## config.mk

```make
export PLATFORM = sky130hd
export DESIGN_NAME = framebuffer_pixel_pack_writer_top_flat
export DESIGN_NICKNAME = d
export VERILOG_FILES = /design/src/rtl/fbppw_pkg.sv /design/src/rtl/fbppw_in_if.sv /design/src/rtl/fbppw_out_if.sv /design/src/rtl/framebuffer_pixel_pack_writer_top.sv /design/src/flat_wrapper.sv
export VERILOG_INCLUDE_DIRS = /design/src /design/src/rtl
export SDC_FILE = /design/constraint.sdc
export NUM_CORES = 2
export LEC_CHECK = 0
export ABC_AREA = 1
export BUFFER_PORTS_ARGS = -buffer_cell sky130_fd_sc_hd__buf_2
export CORE_UTILIZATION = 55
export CTS_BUF_LIST = sky130_fd_sc_hd__clkbuf_8
export DETAILED_ROUTE_END_ITERATION = 10
export PLACE_DENSITY = 0.72
export SETUP_SLACK_MARGIN = 0.2
export SYNTH_ARGS = -nofsm -noshare
export SYNTH_HDL_FRONTEND = slang
export SYNTH_SLANG_ARGS = --single-unit
```

## constraint.sdc

```tcl
create_clock -name clk -period 17.1 [get_ports clk]
set_input_delay 3.42 -clock clk [delete_from_list [all_inputs] [get_ports clk]]
set_output_delay 3.42 -clock clk [all_outputs]
set_load 0.03 [all_outputs]
```

## src/rtl/framebuffer_pixel_pack_writer_top_defines.svh

```systemverilog
// Assertion macros shared by the framebuffer pixel pack writer RTL.
// Depends on nothing; included by files that carry concurrent assertions.
`ifndef FRAMEBUFFER_PIXEL_PACK_WRITER_TOP_DEFINES_SVH
`define FRAMEBUFFER_PIXEL_PACK_WRITER_TOP_DEFINES_SVH

// Same-cycle implication, checked outside reset
`define FBPPW_ASSERT_IMP(lbl, ck, rstn, ante, cons) \
    lbl: assert property (@(posedge ck) disable iff (!(rstn)) (ante) |-> (cons)) \
        else $error("fbppw assertion failed");

// Next-cycle implication, checked outside reset
`define FBPPW_ASSERT_NXT(lbl, ck, rstn, ante, cons) \
    lbl: assert property (@(posedge ck) disable iff (!(rstn)) (ante) |=> (cons)) \
        else $error("fbppw assertion failed");

`endif

```

## src/rtl/fbppw_pkg.sv

```systemverilog
// Shared widths, register indexes and reset values of the pixel pack writer.
// Depends on nothing; used by the channel interfaces and the top level.
package fbppw_pkg;

    localparam int PIXEL_W    = 32;
    localparam int COORD_W    = 12;
    localparam int ADDR_W     = 32;
    localparam int COUNT_W    = 3;
    localparam int LAYOUT_W   = 11;
    localparam int STRIDE_W   = 16;
    localparam int CFG_IDX_W  = 3;
    localparam int CFG_DATA_W = 16;

    // Register indexes on the configuration port
    localparam logic [CFG_IDX_W-1:0] REG_RED_LAYOUT   = 3'd0;
    localparam logic [CFG_IDX_W-1:0] REG_GREEN_LAYOUT = 3'd1;
    localparam logic [CFG_IDX_W-1:0] REG_BLUE_LAYOUT  = 3'd2;
    localparam logic [CFG_IDX_W-1:0] REG_ALPHA_LAYOUT = 3'd3;
    localparam logic [CFG_IDX_W-1:0] REG_BYTES_PER_PX = 3'd4;
    localparam logic [CFG_IDX_W-1:0] REG_LINE_LENGTH  = 3'd5;
    localparam logic [CFG_IDX_W-1:0] REG_ORIGIN_X     = 3'd6;
    localparam logic [CFG_IDX_W-1:0] REG_ORIGIN_Y     = 3'd7;

    // Byte counts
    localparam logic [COUNT_W-1:0] BPP_2 = 3'd2;
    localparam logic [COUNT_W-1:0] BPP_3 = 3'd3;
    localparam logic [COUNT_W-1:0] BPP_4 = 3'd4;

    // Reset layouts: 8 bits each, red at 16, green at 8, blue at 0, no alpha
    localparam logic [LAYOUT_W-1:0] RST_RED_LAYOUT   = 11'd272;
    localparam logic [LAYOUT_W-1:0] RST_GREEN_LAYOUT = 11'd264;
    localparam logic [LAYOUT_W-1:0] RST_BLUE_LAYOUT  = 11'd256;
    localparam logic [LAYOUT_W-1:0] RST_ALPHA_LAYOUT = 11'd0;

endpackage

```

## src/rtl/fbppw_in_if.sv

```systemverilog
// Input channel of the pixel pack writer: one ARGB pixel and its coordinates.
// Depends on fbppw_pkg for the field widths.
interface fbppw_in_if;

    logic                              valid;
    logic                              ready;
    logic [fbppw_pkg::PIXEL_W-1:0]     argb_pixel;
    logic [fbppw_pkg::COORD_W-1:0]     column;
    logic [fbppw_pkg::COORD_W-1:0]     row;

    modport source (output valid, output argb_pixel, output column, output row,
                    input ready);
    modport sink   (input valid, input argb_pixel, input column, input row,
                    output ready);

endinterface

```

## src/rtl/fbppw_out_if.sv

```systemverilog
// Output channel of the pixel pack writer: one framebuffer write.
// Depends on fbppw_pkg for the field widths.
interface fbppw_out_if;

    logic                              valid;
    logic                              ready;
    logic [fbppw_pkg::ADDR_W-1:0]      byte_address;
    logic [fbppw_pkg::PIXEL_W-1:0]     pixel_bytes;
    logic [fbppw_pkg::COUNT_W-1:0]     byte_count;

    modport source (output valid, output byte_address, output pixel_bytes,
                    output byte_count, input ready);
    modport sink   (input valid, input byte_address, input pixel_bytes,
                    input byte_count, output ready);

endinterface

```

## src/rtl/framebuffer_pixel_pack_writer_top.sv

```systemverilog
// Framebuffer pixel pack writer: converts ARGB8888 words into framebuffer writes.
// Depends on fbppw_pkg, fbppw_in_if, fbppw_out_if and the defines header.
//
// Accepts one pixel word per clock while the sink is not stalling and returns one
// write word per pixel: the pixel is first captured in an input register,
// then channel rescaling, packing and the address product (a 13x16 multiply)
// run in one combinational pass into the result register. Each channel is
// rescaled to its configured length with round-to-nearest, shifted to its
// offset and ORed in; bytes above byte_count read as zero, and bytes per
// pixel other than 2 or 3 act as 4. The result register and the input
// register form a two-deep pipeline, so a new pixel can be taken while a finished
// word waits for the sink. Write configuration only while no pixel is in
// flight.
module framebuffer_pixel_pack_writer_top #(
    parameter int COORD_BITS = 12
) (
    input  logic                                clk,
    input  logic                                rst_n,
    input  logic                                cfg_wr_en,
    input  logic [fbppw_pkg::CFG_IDX_W-1:0]     cfg_index,
    input  logic [fbppw_pkg::CFG_DATA_W-1:0]    cfg_wr_data,
    fbppw_in_if.sink                            pix_in,
    fbppw_out_if.source                         pix_out
);

`include "framebuffer_pixel_pack_writer_top_defines.svh"

    // Coordinate bits that take part in the address
    localparam int USE_W = (COORD_BITS < fbppw_pkg::COORD_W) ? COORD_BITS
                                                              : fbppw_pkg::COORD_W;
    localparam int SUM_W = USE_W + 1;
    localparam int PY_W  = SUM_W + fbppw_pkg::STRIDE_W;
    localparam int PX_W  = SUM_W + fbppw_pkg::COUNT_W;

    // Rescale one 8-bit channel: (v*(2^len-1)+127)/255 placed at its offset.
    // With len = 8k + r, v*2^len = 255*(w*S) + w where w = v<<r and
    // S = 0x..0101 (k bytes), so only a short remainder needs dividing.
    function automatic logic [31:0] rescale(input logic [7:0] v,
                                            input logic [fbppw_pkg::LAYOUT_W-1:0] layout);
        logic [5:0]  len;
        logic [4:0]  off;
        logic [5:0]  lenc;
        logic [2:0]  k;
        logic [2:0]  r;
        logic [14:0] w;
        logic [14:0] t;
        logic [23:0] t1;
        logic [23:0] tq;
        logic [31:0] q;
        len  = layout[10:5];
        off  = layout[4:0];
        lenc = (len >= 6'd32) ? 6'd32 : len;
        k    = lenc[5:3];
        r    = lenc[2:0];
        w    = 15'(v) << r;
        t    = w - 15'(v) + 15'd127;
        // floor(t/255) = ((t+1)*257) >> 16 for t below 2^16
        t1   = 24'(t) + 24'd1;
        tq   = t1 + (t1 << 8);
        q    = 32'(tq[23:16]);
        for (int i = 0; i < 4; i++)
        begin
            if (i < int'(k))
            begin
                q = q + (32'(w) << (8 * i));
            end
        end
        if (len == 6'd0)
        begin
            rescale = 32'd0;
        end
        else
        begin
            rescale = q << off;
        end
    endfunction

    // Configuration registers
    logic [fbppw_pkg::LAYOUT_W-1:0] red_layout_reg;
    logic [fbppw_pkg::LAYOUT_W-1:0] green_layout_reg;
    logic [fbppw_pkg::LAYOUT_W-1:0] blue_layout_reg;
    logic [fbppw_pkg::LAYOUT_W-1:0] alpha_layout_reg;
    logic [fbppw_pkg::COUNT_W-1:0]  bpp_reg;
    logic [fbppw_pkg::STRIDE_W-1:0] line_length_reg;
    logic [fbppw_pkg::COORD_W-1:0]  origin_x_reg;
    logic [fbppw_pkg::COORD_W-1:0]  origin_y_reg;

    // Input stage
    logic                           s1_valid_reg;
    logic [fbppw_pkg::PIXEL_W-1:0]  s1_argb_reg;
    logic [fbppw_pkg::COORD_W-1:0]  s1_column_reg;
    logic [fbppw_pkg::COORD_W-1:0]  s1_row_reg;

    // Result stage
    logic                           s2_valid_reg;
    logic [fbppw_pkg::ADDR_W-1:0]   s2_addr_reg;
    logic [fbppw_pkg::PIXEL_W-1:0]  s2_bytes_reg;
    logic [fbppw_pkg::COUNT_W-1:0]  s2_count_reg;

    logic                           s1_advance;
    logic                           in_take;
    logic [fbppw_pkg::COUNT_W-1:0]  bpp_eff;
    logic [fbppw_pkg::PIXEL_W-1:0]  packed_word;
    logic [fbppw_pkg::PIXEL_W-1:0]  byte_mask;
    logic [SUM_W-1:0]               y_sum;
    logic [SUM_W-1:0]               x_sum;
    logic [PY_W-1:0]                prod_y;
    logic [PX_W-1:0]                prod_x;
    logic [fbppw_pkg::ADDR_W-1:0]   addr_next;

    // Write configuration registers
    always_ff @(posedge clk or negedge rst_n)
    begin
        if (!rst_n)
        begin
            red_layout_reg   <= fbppw_pkg::RST_RED_LAYOUT;
            green_layout_reg <= fbppw_pkg::RST_GREEN_LAYOUT;
            blue_layout_reg  <= fbppw_pkg::RST_BLUE_LAYOUT;
            alpha_layout_reg <= fbppw_pkg::RST_ALPHA_LAYOUT;
            bpp_reg          <= fbppw_pkg::BPP_4;
            line_length_reg  <= '0;
            origin_x_reg     <= '0;
            origin_y_reg     <= '0;
        end
        else if (cfg_wr_en)
        begin
            unique case (cfg_index)
                fbppw_pkg::REG_RED_LAYOUT:
                    red_layout_reg   <= cfg_wr_data[fbppw_pkg::LAYOUT_W-1:0];
                fbppw_pkg::REG_GREEN_LAYOUT:
                    green_layout_reg <= cfg_wr_data[fbppw_pkg::LAYOUT_W-1:0];
                fbppw_pkg::REG_BLUE_LAYOUT:
                    blue_layout_reg  <= cfg_wr_data[fbppw_pkg::LAYOUT_W-1:0];
                fbppw_pkg::REG_ALPHA_LAYOUT:
                    alpha_layout_reg <= cfg_wr_data[fbppw_pkg::LAYOUT_W-1:0];
                fbppw_pkg::REG_BYTES_PER_PX:
                    bpp_reg          <= cfg_wr_data[fbppw_pkg::COUNT_W-1:0];
                fbppw_pkg::REG_LINE_LENGTH:
                    line_length_reg  <= cfg_wr_data[fbppw_pkg::STRIDE_W-1:0];
                fbppw_pkg::REG_ORIGIN_X:
                    origin_x_reg     <= cfg_wr_data[fbppw_pkg::COORD_W-1:0];
                fbppw_pkg::REG_ORIGIN_Y:
                    origin_y_reg     <= cfg_wr_data[fbppw_pkg::COORD_W-1:0];
                default:
                    bpp_reg          <= bpp_reg;
            endcase
        end
    end

    // Advance the pipeline whenever the result slot is free or being drained
    assign s1_advance   = !s2_valid_reg || pix_out.ready;
    assign pix_in.ready = !s1_valid_reg || s1_advance;
    assign in_take      = pix_in.valid && pix_in.ready;

    // Hold the input word control
    always_ff @(posedge clk or negedge rst_n)
    begin
        if (!rst_n)
        begin
            s1_valid_reg <= 1'b0;
        end
        else if (pix_in.ready)
        begin
            s1_valid_reg <= pix_in.valid;
        end
    end

    // Capture the input word payload
    always_ff @(posedge clk)
    begin
        if (in_take)
        begin
            s1_argb_reg   <= pix_in.argb_pixel;
            s1_column_reg <= pix_in.column;
            s1_row_reg    <= pix_in.row;
        end
    end

    // Decode bytes per pixel: anything but 2 or 3 acts as 4
    always_comb
    begin
        if (bpp_reg == fbppw_pkg::BPP_2 || bpp_reg == fbppw_pkg::BPP_3)
        begin
            bpp_eff = bpp_reg;
        end
        else
        begin
            bpp_eff = fbppw_pkg::BPP_4;
        end
    end

    // Pack the four rescaled channels and mask unused bytes
    always_comb
    begin
        packed_word = rescale(s1_argb_reg[23:16], red_layout_reg)
                    | rescale(s1_argb_reg[15:8],  green_layout_reg)
                    | rescale(s1_argb_reg[7:0],   blue_layout_reg)
                    | rescale(s1_argb_reg[31:24], alpha_layout_reg);
        unique case (bpp_eff)
            fbppw_pkg::BPP_2: byte_mask = 32'h0000_FFFF;
            fbppw_pkg::BPP_3: byte_mask = 32'h00FF_FFFF;
            default:          byte_mask = 32'hFFFF_FFFF;
        endcase
    end

    // Form the byte address from row stride and pixel pitch
    always_comb
    begin
        y_sum     = {1'b0, origin_y_reg[USE_W-1:0]} + {1'b0, s1_row_reg[USE_W-1:0]};
        x_sum     = {1'b0, origin_x_reg[USE_W-1:0]} + {1'b0, s1_column_reg[USE_W-1:0]};
        prod_y    = PY_W'(y_sum) * PY_W'(line_length_reg);
        prod_x    = PX_W'(x_sum) * PX_W'(bpp_eff);
        addr_next = fbppw_pkg::ADDR_W'(prod_y) + fbppw_pkg::ADDR_W'(prod_x);
    end

    // Hold the result word control
    always_ff @(posedge clk or negedge rst_n)
    begin
        if (!rst_n)
        begin
            s2_valid_reg <= 1'b0;
        end
        else if (s1_advance)
        begin
            s2_valid_reg <= s1_valid_reg;
        end
    end

    // Load the result word payload
    always_ff @(posedge clk)
    begin
        if (s1_advance && s1_valid_reg)
        begin
            s2_addr_reg  <= addr_next;
            s2_bytes_reg <= packed_word & byte_mask;
            s2_count_reg <= bpp_eff;
        end
    end

    assign pix_out.valid        = s2_valid_reg;
    assign pix_out.byte_address = s2_addr_reg;
    assign pix_out.pixel_bytes  = s2_bytes_reg;
    assign pix_out.byte_count   = s2_count_reg;

    // A stalled input word stays in place
    `FBPPW_ASSERT_NXT(a_s1_hold, clk, rst_n, s1_valid_reg && !s1_advance,
        s1_valid_reg && $stable(s1_argb_reg) && $stable(s1_row_reg))
    // Never accept over an input word that cannot move on
    `FBPPW_ASSERT_IMP(a_no_overrun, clk, rst_n, in_take, !s1_valid_reg || s1_advance)
    // Byte count is always a legal pitch
    `FBPPW_ASSERT_IMP(a_count_legal, clk, rst_n, s2_valid_reg,
        s2_count_reg == fbppw_pkg::BPP_2 || s2_count_reg == fbppw_pkg::BPP_3 ||
        s2_count_reg == fbppw_pkg::BPP_4)
    // Bytes above a two-byte pitch are cleared
    `FBPPW_ASSERT_IMP(a_mask_two, clk, rst_n,
        s2_valid_reg && s2_count_reg == fbppw_pkg::BPP_2, s2_bytes_reg[31:16] == 16'd0)

endmodule

```

## src/flat_wrapper.sv

```systemverilog
// flat-port wrapper written by rule: the top's interface ports become plain ports
module framebuffer_pixel_pack_writer_top_flat 
#(
    parameter int COORD_BITS = 12
)
  (clk, rst_n, cfg_wr_en, cfg_index, cfg_wr_data, pix_in_valid, pix_in_argb_pixel, pix_in_column, pix_in_row, pix_in_ready, pix_out_valid, pix_out_byte_address, pix_out_pixel_bytes, pix_out_byte_count, pix_out_ready);
  fbppw_in_if pix_in_i ();
  fbppw_out_if pix_out_i ();
  input  logic clk;
  input  logic rst_n;
  input  logic cfg_wr_en;
  input  logic [fbppw_pkg::CFG_IDX_W-1:0] cfg_index;
  input  logic [fbppw_pkg::CFG_DATA_W-1:0] cfg_wr_data;
  input wire logic [$bits(pix_in_i.valid)-1:0] pix_in_valid;
  input wire logic [$bits(pix_in_i.argb_pixel)-1:0] pix_in_argb_pixel;
  input wire logic [$bits(pix_in_i.column)-1:0] pix_in_column;
  input wire logic [$bits(pix_in_i.row)-1:0] pix_in_row;
  output wire logic [$bits(pix_in_i.ready)-1:0] pix_in_ready;
  output wire logic [$bits(pix_out_i.valid)-1:0] pix_out_valid;
  output wire logic [$bits(pix_out_i.byte_address)-1:0] pix_out_byte_address;
  output wire logic [$bits(pix_out_i.pixel_bytes)-1:0] pix_out_pixel_bytes;
  output wire logic [$bits(pix_out_i.byte_count)-1:0] pix_out_byte_count;
  input wire logic [$bits(pix_out_i.ready)-1:0] pix_out_ready;
  assign pix_in_i.valid = pix_in_valid;
  assign pix_in_i.argb_pixel = pix_in_argb_pixel;
  assign pix_in_i.column = pix_in_column;
  assign pix_in_i.row = pix_in_row;
  assign pix_in_ready = pix_in_i.ready;
  assign pix_out_valid = pix_out_i.valid;
  assign pix_out_byte_address = pix_out_i.byte_address;
  assign pix_out_pixel_bytes = pix_out_i.pixel_bytes;
  assign pix_out_byte_count = pix_out_i.byte_count;
  assign pix_out_i.ready = pix_out_ready;
  framebuffer_pixel_pack_writer_top #(.COORD_BITS(COORD_BITS)) u_core (.clk(clk), .rst_n(rst_n), .cfg_wr_en(cfg_wr_en), .cfg_index(cfg_index), .cfg_wr_data(cfg_wr_data), .pix_in(pix_in_i), .pix_out(pix_out_i));
endmodule
```

# Word-level counts from Yosys, hierarchy flattened
# Index checks and enable logic that the tools add are counted.
op_classes:
  add_sub_neg: 35
  multipliers: 2
  magnitude_cmp: 20
  n_eq_ne: 11
  shift: 8
  n_mux: 26
  bitwise_logic: 4
  n_reduce_logical: 20
ops:
  columns: ["operator", "n"]
  rows:
  - ["32-bit two-way mux", 20]
  - ["32-bit by 23-bit adder with 32-bit output", 4]
  - ["32-bit by 31-bit adder with 32-bit output", 4]
  - ["32-bit adder", 4]
  - ["32-bit by 5-bit left shift with 32-bit output", 4]
  - ["24-bit adder", 4]
  - ["32-bit OR", 3]
  - ["15-bit by 1-bit adder with 16-bit output (second input constant)", 4]
  - ["8-bit by 15-bit adder with 16-bit output", 4]
  - ["32-bit one-hot mux with 2 select lines", 1]
  - ["15-bit by 7-bit adder with 15-bit output (second input constant)", 4]
  - ["8-bit by 3-bit left shift with 15-bit output", 4]
  - ["15-bit by 8-bit subtractor with 15-bit output", 4]
  - ["32-bit bitwise AND", 1]
  - ["29-bit by 16-bit adder with 30-bit output", 1]
  - ["13-bit by 16-bit multiplier with 29-bit output", 1]
  - ["12-bit by 12-bit adder with 13-bit output", 2]
  - ["6-bit >= comparator (second input constant)", 4]
  - ["6-bit logical NOT", 4]
  - ["1-bit by 3-bit less-than comparator with 1-bit output (first input constant)", 8]
  - ["2-bit by 3-bit less-than comparator with 1-bit output (first input constant)", 8]
  - ["6-bit two-way mux", 4]
  - ["3-bit by 2-bit equality test with 1-bit output (second input constant)", 6]
  - ["13-bit by 3-bit multiplier with 16-bit output", 1]
  - ["8 further kinds", 22]
totals:
  register_bits: 212
  in_bits: 80
  out_inout_bits: 69

# Depth between registers and ports, before layout
logic_depth:
  word_depth: 21
  ltp_mapped: 112

# Worst setup path after synthesis
# Ideal clock, no wire load.
synth_timing:
  kind: "reg-to-reg"
  startpoint: "register u_core.blue_layout_reg[10] (netlist bit)"
  endpoint: "register u_core.s2_bytes_reg, in the netlist u_core.pix_out.pixel_bytes[30] (data pin)"
  setup_time_ns: 0.270
  arrival_ns: 12.133
  t_required_ns: 16.830
  path_slack_ns: 4.697
  stages_incl_launch_ff: 98
  n_path_buf: 1
  path_cell_list: "dfrtp_1 > nor2_1 > clkbuf_1 > nand2_1 > o21ai_0 > nand2_1 > nor2_1 > ha_1 > ha_1 > fa_1 > nand3_1 > nand2_1 > xor2_1 > inv_1 > nor2_1 > inv_1 > nor4_2 > nand4_1 > (+62 left out) > inv_1 > o31ai_1 > inv_1 > nor2_1 > o21ai_0 > nand2_1 > xor2_1 > nand2_1 > o21ai_0 > o21ai_0 > o211ai_1 > a21oi_1 > o21ai_0 > o31ai_1 > a21oi_1 > nand2_1 > a21oi_1 > a21oi_1"
synth_between:
  elab_chain_cells: 20
synth_lines:
  columns: ["item", "line_no", "text"]
  rows:
  - ["start: declaration", "framebuffer_pixel_pack_writer_top.sv:81", "logic [fbppw_pkg::LAYOUT_W-1:0] blue_layout_reg;"]
  - ["start signal: assignment", "framebuffer_pixel_pack_writer_top.sv:118", "blue_layout_reg <= fbppw_pkg::RST_BLUE_LAYOUT;"]
  - ["start signal: assignment", "framebuffer_pixel_pack_writer_top.sv:133", "blue_layout_reg <= cfg_wr_data[fbppw_pkg::LAYOUT_W-1:0];"]
  - ["6-bit >= comparator", "framebuffer_pixel_pack_writer_top.sv:52", "lenc = (len >= 6'd32) ? 6'd32 : len;"]
  - ["6-bit two-way mux", "framebuffer_pixel_pack_writer_top.sv:52", null]
  - ["8-bit by 3-bit left shift with 15-bit output", "framebuffer_pixel_pack_writer_top.sv:55", "w = 15'(v) << r;"]
  - ["15-bit by 8-bit subtractor with 15-bit output", "framebuffer_pixel_pack_writer_top.sv:56", "t = w - 15'(v) + 15'd127;"]
  - ["15-bit by 7-bit adder with 15-bit output", "framebuffer_pixel_pack_writer_top.sv:56", null]
  - ["15-bit by 1-bit adder with 16-bit output", "framebuffer_pixel_pack_writer_top.sv:58", "t1 = 24'(t) + 24'd1;"]
  - ["24-bit adder", "framebuffer_pixel_pack_writer_top.sv:59", "tq = t1 + (t1 << 8);"]
  - ["8-bit by 15-bit adder with 16-bit output", "framebuffer_pixel_pack_writer_top.sv:65", "q = q + (32'(w) << (8 * i));"]
  - ["(+4 left out)", null, null]
  - ["32-bit two-way mux", "framebuffer_pixel_pack_writer_top.sv:63", "if (i < int'(k))"]
  - ["32-bit adder", "framebuffer_pixel_pack_writer_top.sv:65", null]
  - ["32-bit two-way mux", "framebuffer_pixel_pack_writer_top.sv:63", null]
  - ["32-bit by 5-bit left shift with 32-bit output", "framebuffer_pixel_pack_writer_top.sv:74", "rescale = q << off;"]
  - ["32-bit two-way mux (*)", "framebuffer_pixel_pack_writer_top.sv:68", "if (len == 6'd0)"]
  - ["32-bit OR (*)", "framebuffer_pixel_pack_writer_top.sv:197", "| rescale(s1_argb_reg[7:0], blue_layout_reg)"]
  - ["32-bit OR (*)", "framebuffer_pixel_pack_writer_top.sv:198", "| rescale(s1_argb_reg[31:24], alpha_layout_reg);"]
  - ["32-bit bitwise AND (*)", "framebuffer_pixel_pack_writer_top.sv:235", "s2_bytes_reg <= packed_word & byte_mask;"]
  - ["end signal: assignment", "framebuffer_pixel_pack_writer_top.sv:235", null]
  - ["end: declaration", "framebuffer_pixel_pack_writer_top.sv:97", "logic [fbppw_pkg::PIXEL_W-1:0] s2_bytes_reg;"]
# Mark *: on every way between the ends. The rest lies on a longest branch, timed or not.
# A chain may end at the register's enable or synchronous reset.

# Worst setup path after layout
layout_timing:
  startpoint: "register u_core.alpha_layout_reg[10] (netlist bit)"
  endpoint: "register u_core.s2_bytes_reg, in the netlist u_core.pix_out.pixel_bytes[31] (data pin)"
layout_between:
  elab_chain_cells: 19
layout_lines:
  columns: ["item", "line_no", "text"]
  rows:
  - ["start: declaration", "framebuffer_pixel_pack_writer_top.sv:82", "logic [fbppw_pkg::LAYOUT_W-1:0] alpha_layout_reg;"]
  - ["start signal: assignment", "framebuffer_pixel_pack_writer_top.sv:119", "alpha_layout_reg <= fbppw_pkg::RST_ALPHA_LAYOUT;"]
  - ["start signal: assignment", "framebuffer_pixel_pack_writer_top.sv:135", "alpha_layout_reg <= cfg_wr_data[fbppw_pkg::LAYOUT_W-1:0];"]
  - ["6-bit >= comparator", "framebuffer_pixel_pack_writer_top.sv:52", null]
  - ["6-bit two-way mux", "framebuffer_pixel_pack_writer_top.sv:52", null]
  - ["8-bit by 3-bit left shift with 15-bit output", "framebuffer_pixel_pack_writer_top.sv:55", null]
  - ["15-bit by 8-bit subtractor with 15-bit output", "framebuffer_pixel_pack_writer_top.sv:56", null]
  - ["15-bit by 7-bit adder with 15-bit output", "framebuffer_pixel_pack_writer_top.sv:56", null]
  - ["15-bit by 1-bit adder with 16-bit output", "framebuffer_pixel_pack_writer_top.sv:58", null]
  - ["24-bit adder", "framebuffer_pixel_pack_writer_top.sv:59", null]
  - ["8-bit by 15-bit adder with 16-bit output", "framebuffer_pixel_pack_writer_top.sv:65", null]
  - ["(+3 left out)", null, null]
  - ["32-bit by 31-bit adder with 32-bit output", "framebuffer_pixel_pack_writer_top.sv:65", null]
  - ["32-bit two-way mux", "framebuffer_pixel_pack_writer_top.sv:63", null]
  - ["32-bit adder", "framebuffer_pixel_pack_writer_top.sv:65", null]
  - ["32-bit two-way mux", "framebuffer_pixel_pack_writer_top.sv:63", null]
  - ["32-bit by 5-bit left shift with 32-bit output", "framebuffer_pixel_pack_writer_top.sv:74", null]
  - ["32-bit two-way mux (*)", "framebuffer_pixel_pack_writer_top.sv:68", null]
  - ["32-bit OR (*)", "framebuffer_pixel_pack_writer_top.sv:198", null]
  - ["32-bit bitwise AND (*)", "framebuffer_pixel_pack_writer_top.sv:235", null]
# Marks and branches as above.

==> out/metrics.yaml <==
run_status:
  status: "complete, no violations"
logic_synthesis:
  synth_area_per_cell_um2: 6.51
  yosysSeqAreaShare_pct: 15.7
  synth_top_area_cell: "nand2_1"
  synth.top_cells.by_count: "nand2_1, inv_1, nand3_1, nor2_1, o21ai_0"
  yosys-top-cells-area: "nand2_1, ha_1, fa_1"
  post_synth_inst_count: 5757
  postSynth.asyncResetShare_pct: 42.4
  synthDistinctLibCells: 66
  ys.flop_type: "edfxtp_1"
  syn_area_um2: 37500
  synth_most_common_cell: "nand2_1"
  synth_warnings: 0
  synth_largest_type_area_fraction_pct: 14.4
  synth-edff-count: 121
  flip_flop_and_latch_count_after_synthesis: 210
sta:
  final_period_minus_worst_setup_slack_ns: 15.17
  worst_slew_margin_rel_pct: 8.63
  final_critical_path_setup_slack_ns: 1.93
  fin_setup_tns_ns: 0
  clock-skew-final_ns: 0.0603
  final_min_period_over_clock_period_pct: 88.7
  rsz0062_at_grt: "no"
  setup_viol_count_final: 0
  fmax_mhz: 65.9
  timing_worst_slew_pin_value_ns: 1.36
  maxSlewViolCount: 0
  timing.final.hold_violations: 0
critical_path:
  crit_type: "reg -> reg"
  critical_path.max_stage_delay_ns: 0.67
  cp_data_arrival_time_ns: 15.55
  critical_path.slowest_cell: "nor2_1"
  cp-end-kind: "register"
  worstPathRequired_ns: 17.48
  critPathLaunchType: "register"
  path_common_cell: "nor2_1"
  critical_path_peak_fanout: 13
drt:
  routedWlPerCell_um: 17.2
  drt_first_pass_iters: 7
  met1_length_um: 51400
  routed-wl-met3_um: 9890
  detail_route.wirelength_um: 116000
  number_of_routed_nets_with_antenna_violations: 0
  vias_per_inst: 5.64
  detailroute.via_count: 37900
  topmost_layer_with_routed_signal_wires: "met5"
  route.met2.wl_um: 50400
  initialDrtViolationCount: 3889
  residual_drc_count: 0
die:
  core_area_um2: 67300
  die_x_um: 263
  rows: 95
  die_y_um: 263
  top_level_ports: 149
  start_util_pct: 55.7
  die-area_um2: 69200
clock_tree:
  clock_tree.htree_level_count: 2
  clock-sinks: 210
  cts_tree: "done"
  tritoncts.num_buffers: 46
  number_of_hold_buffers_added_after_cts: 0
  worst_setup_hold_path_clk_slew_ns: 0.07
  postCtsSetupRepairBufs: 0
  ctsLongestPathBuffers: 3
  clk_root_buffer_cell: "clkbuf_8"
  clock_latency_ns: 0.69
place:
  detailedPlacementHpwl_um: 90900
  placedInstanceArea_um2: 38900
  io_buf_count: 146
  gp_congestion: 1.03
  place_worst_setup_slack_ns: 2.16
cells_and_area:
  finish.utilization_pct: 59.4
  finish.instance_area_um2: 40000
  ratio_of_cells_with_drive_above_1_in_the_final_layout_pct: 6.90
  nNetsFinal: 6475
  area_growth_from_synthesis_to_layout_pct: 6.62
global_route:
  via_count_of_the_first_global_routing_pass: 34700
  maximum_number_of_pins_on_one_net_before_global_route_repair: 69
  antenna_found_initial: 9
  grt_first_pass_wirelength_um: 184000
  globalRoute.totalOverflow: 0
  grt_use_total_pct: 33.0
min_path:
  timing.hold.worst.class: "reg -> reg"
flow_run:
  maxCapViolCount: 0
==> worst max-delay path: cells and delay by family (launching register included) <==
kind                     cells  cell delay (ns)
flip-flops                   1             0.55
XOR/XNOR                     4             0.90
buffers and inverters        9             0.70
adder cells (fa/ha/maj)      7             2.47
AND/OR/NAND/NOR             54             6.14
AO/OA/AOI/OAI               26             4.11
==> stage by stage <==
stage | hold slack (ns) | cells
floorplan | 0.447 | 5758
global placement | 0.472 | 6628
detailed placement | 0.482 | 6628
CTS | 0.495 | 6714
global route | 0.530 | 6717
finish | 0.492 | 6718
==> placed cells by master (no fill, tap or decap), types with 19 or more instances in the layout <==
master,synthesis,routed
nand2_1,1436,1436
nand4_1,47,47
nor3_1,55,54
xor2_1,111,111
xnor2_1,38,38
nand2_2,19,19
o21ai_1,52,53
edfxtp_1,121,121
clkbuf_8,0,53
buf_4,2,47
nor2_1,515,512
buf_2,22,145
a21oi_1,254,253
ha_1,378,378
fa_1,214,214
nand3_1,554,554
inv_1,905,917
o211ai_1,37,37
o21ai_0,412,411
dfrtp_1,83,83
clkinv_1,19,20
o21bai_1,25,25
mux2i_1,29,29
or2_2,41,41
a31oi_1,21,21
==> routing by layer <==
layer	vias to the layer above	GRT usage [%]
li1	18700	-
met1	17500	46.8
met2	1437	51.5
met3	227	4.70
met4	4	10.9
met5	-	0
==> cells by family (layout without fill, tap and decap cells) <==
| logic type | after synthesis | after routing | share of synthesized area [%] |
|---|---|---|---|
| flip-flops | 210 | 210 | 15.7 |
| AND/OR/NAND/NOR | 2741 | 2741 | 31.3 |
| multiplexers | 29 | 29 | 0.775 |
| other | 1 | 6 | 0.0100 |
| buffers and inverters | 1134 | 1217 | 11.5 |
| adder cells (fa/ha/maj) | 592 | 592 | 24.1 |
| AO/OA/AOI/OAI | 899 | 899 | 13.2 |
| XOR/XNOR | 151 | 151 | 3.57 |
==> worst paths after layout <==
path	startpoint	to	slack, ns	cells past startpoint
hold / removal	u_core.origin_x_reg[10]	u_core.origin_x_reg[10]	0.49	2
setup reg to reg	u_core.alpha_layout_reg[10]	u_core.pix_out.pixel_bytes[31]	1.93	100
min in group asynchronous	rst_n	u_core.origin_y_reg[6]	2.67	1
setup / recovery	u_core.alpha_layout_reg[10]	u_core.pix_out.pixel_bytes[31]	1.93	100
max in group asynchronous	rst_n	u_core.red_layout_reg[10]	13.11	2
hold reg to reg	u_core.origin_x_reg[10]	u_core.origin_x_reg[10]	0.49	2
==> timing repair <==
item,in CTS,in global routing
endpoints found under the setup margin,0,2
resized for setup,0,3
hold endpoints to repair,0,0
==> final cells by class <==
class                           count  area [µm²]
Clock buffer                       53         729
Timing Repair Buffer              192        1080
Inverter                          939        3520
Fill cell                        6670       27300
Tap cell                          873        1090
Sequential cell                   210        5870
Multi-Input combinational cell   4414       27400
Clock inverter                     33         299
Antenna cell                        4        10.0
Power is left out: the tool's default activity adds up to more than one toggle a clock period on the data nets, which glitch-free logic cannot reach.
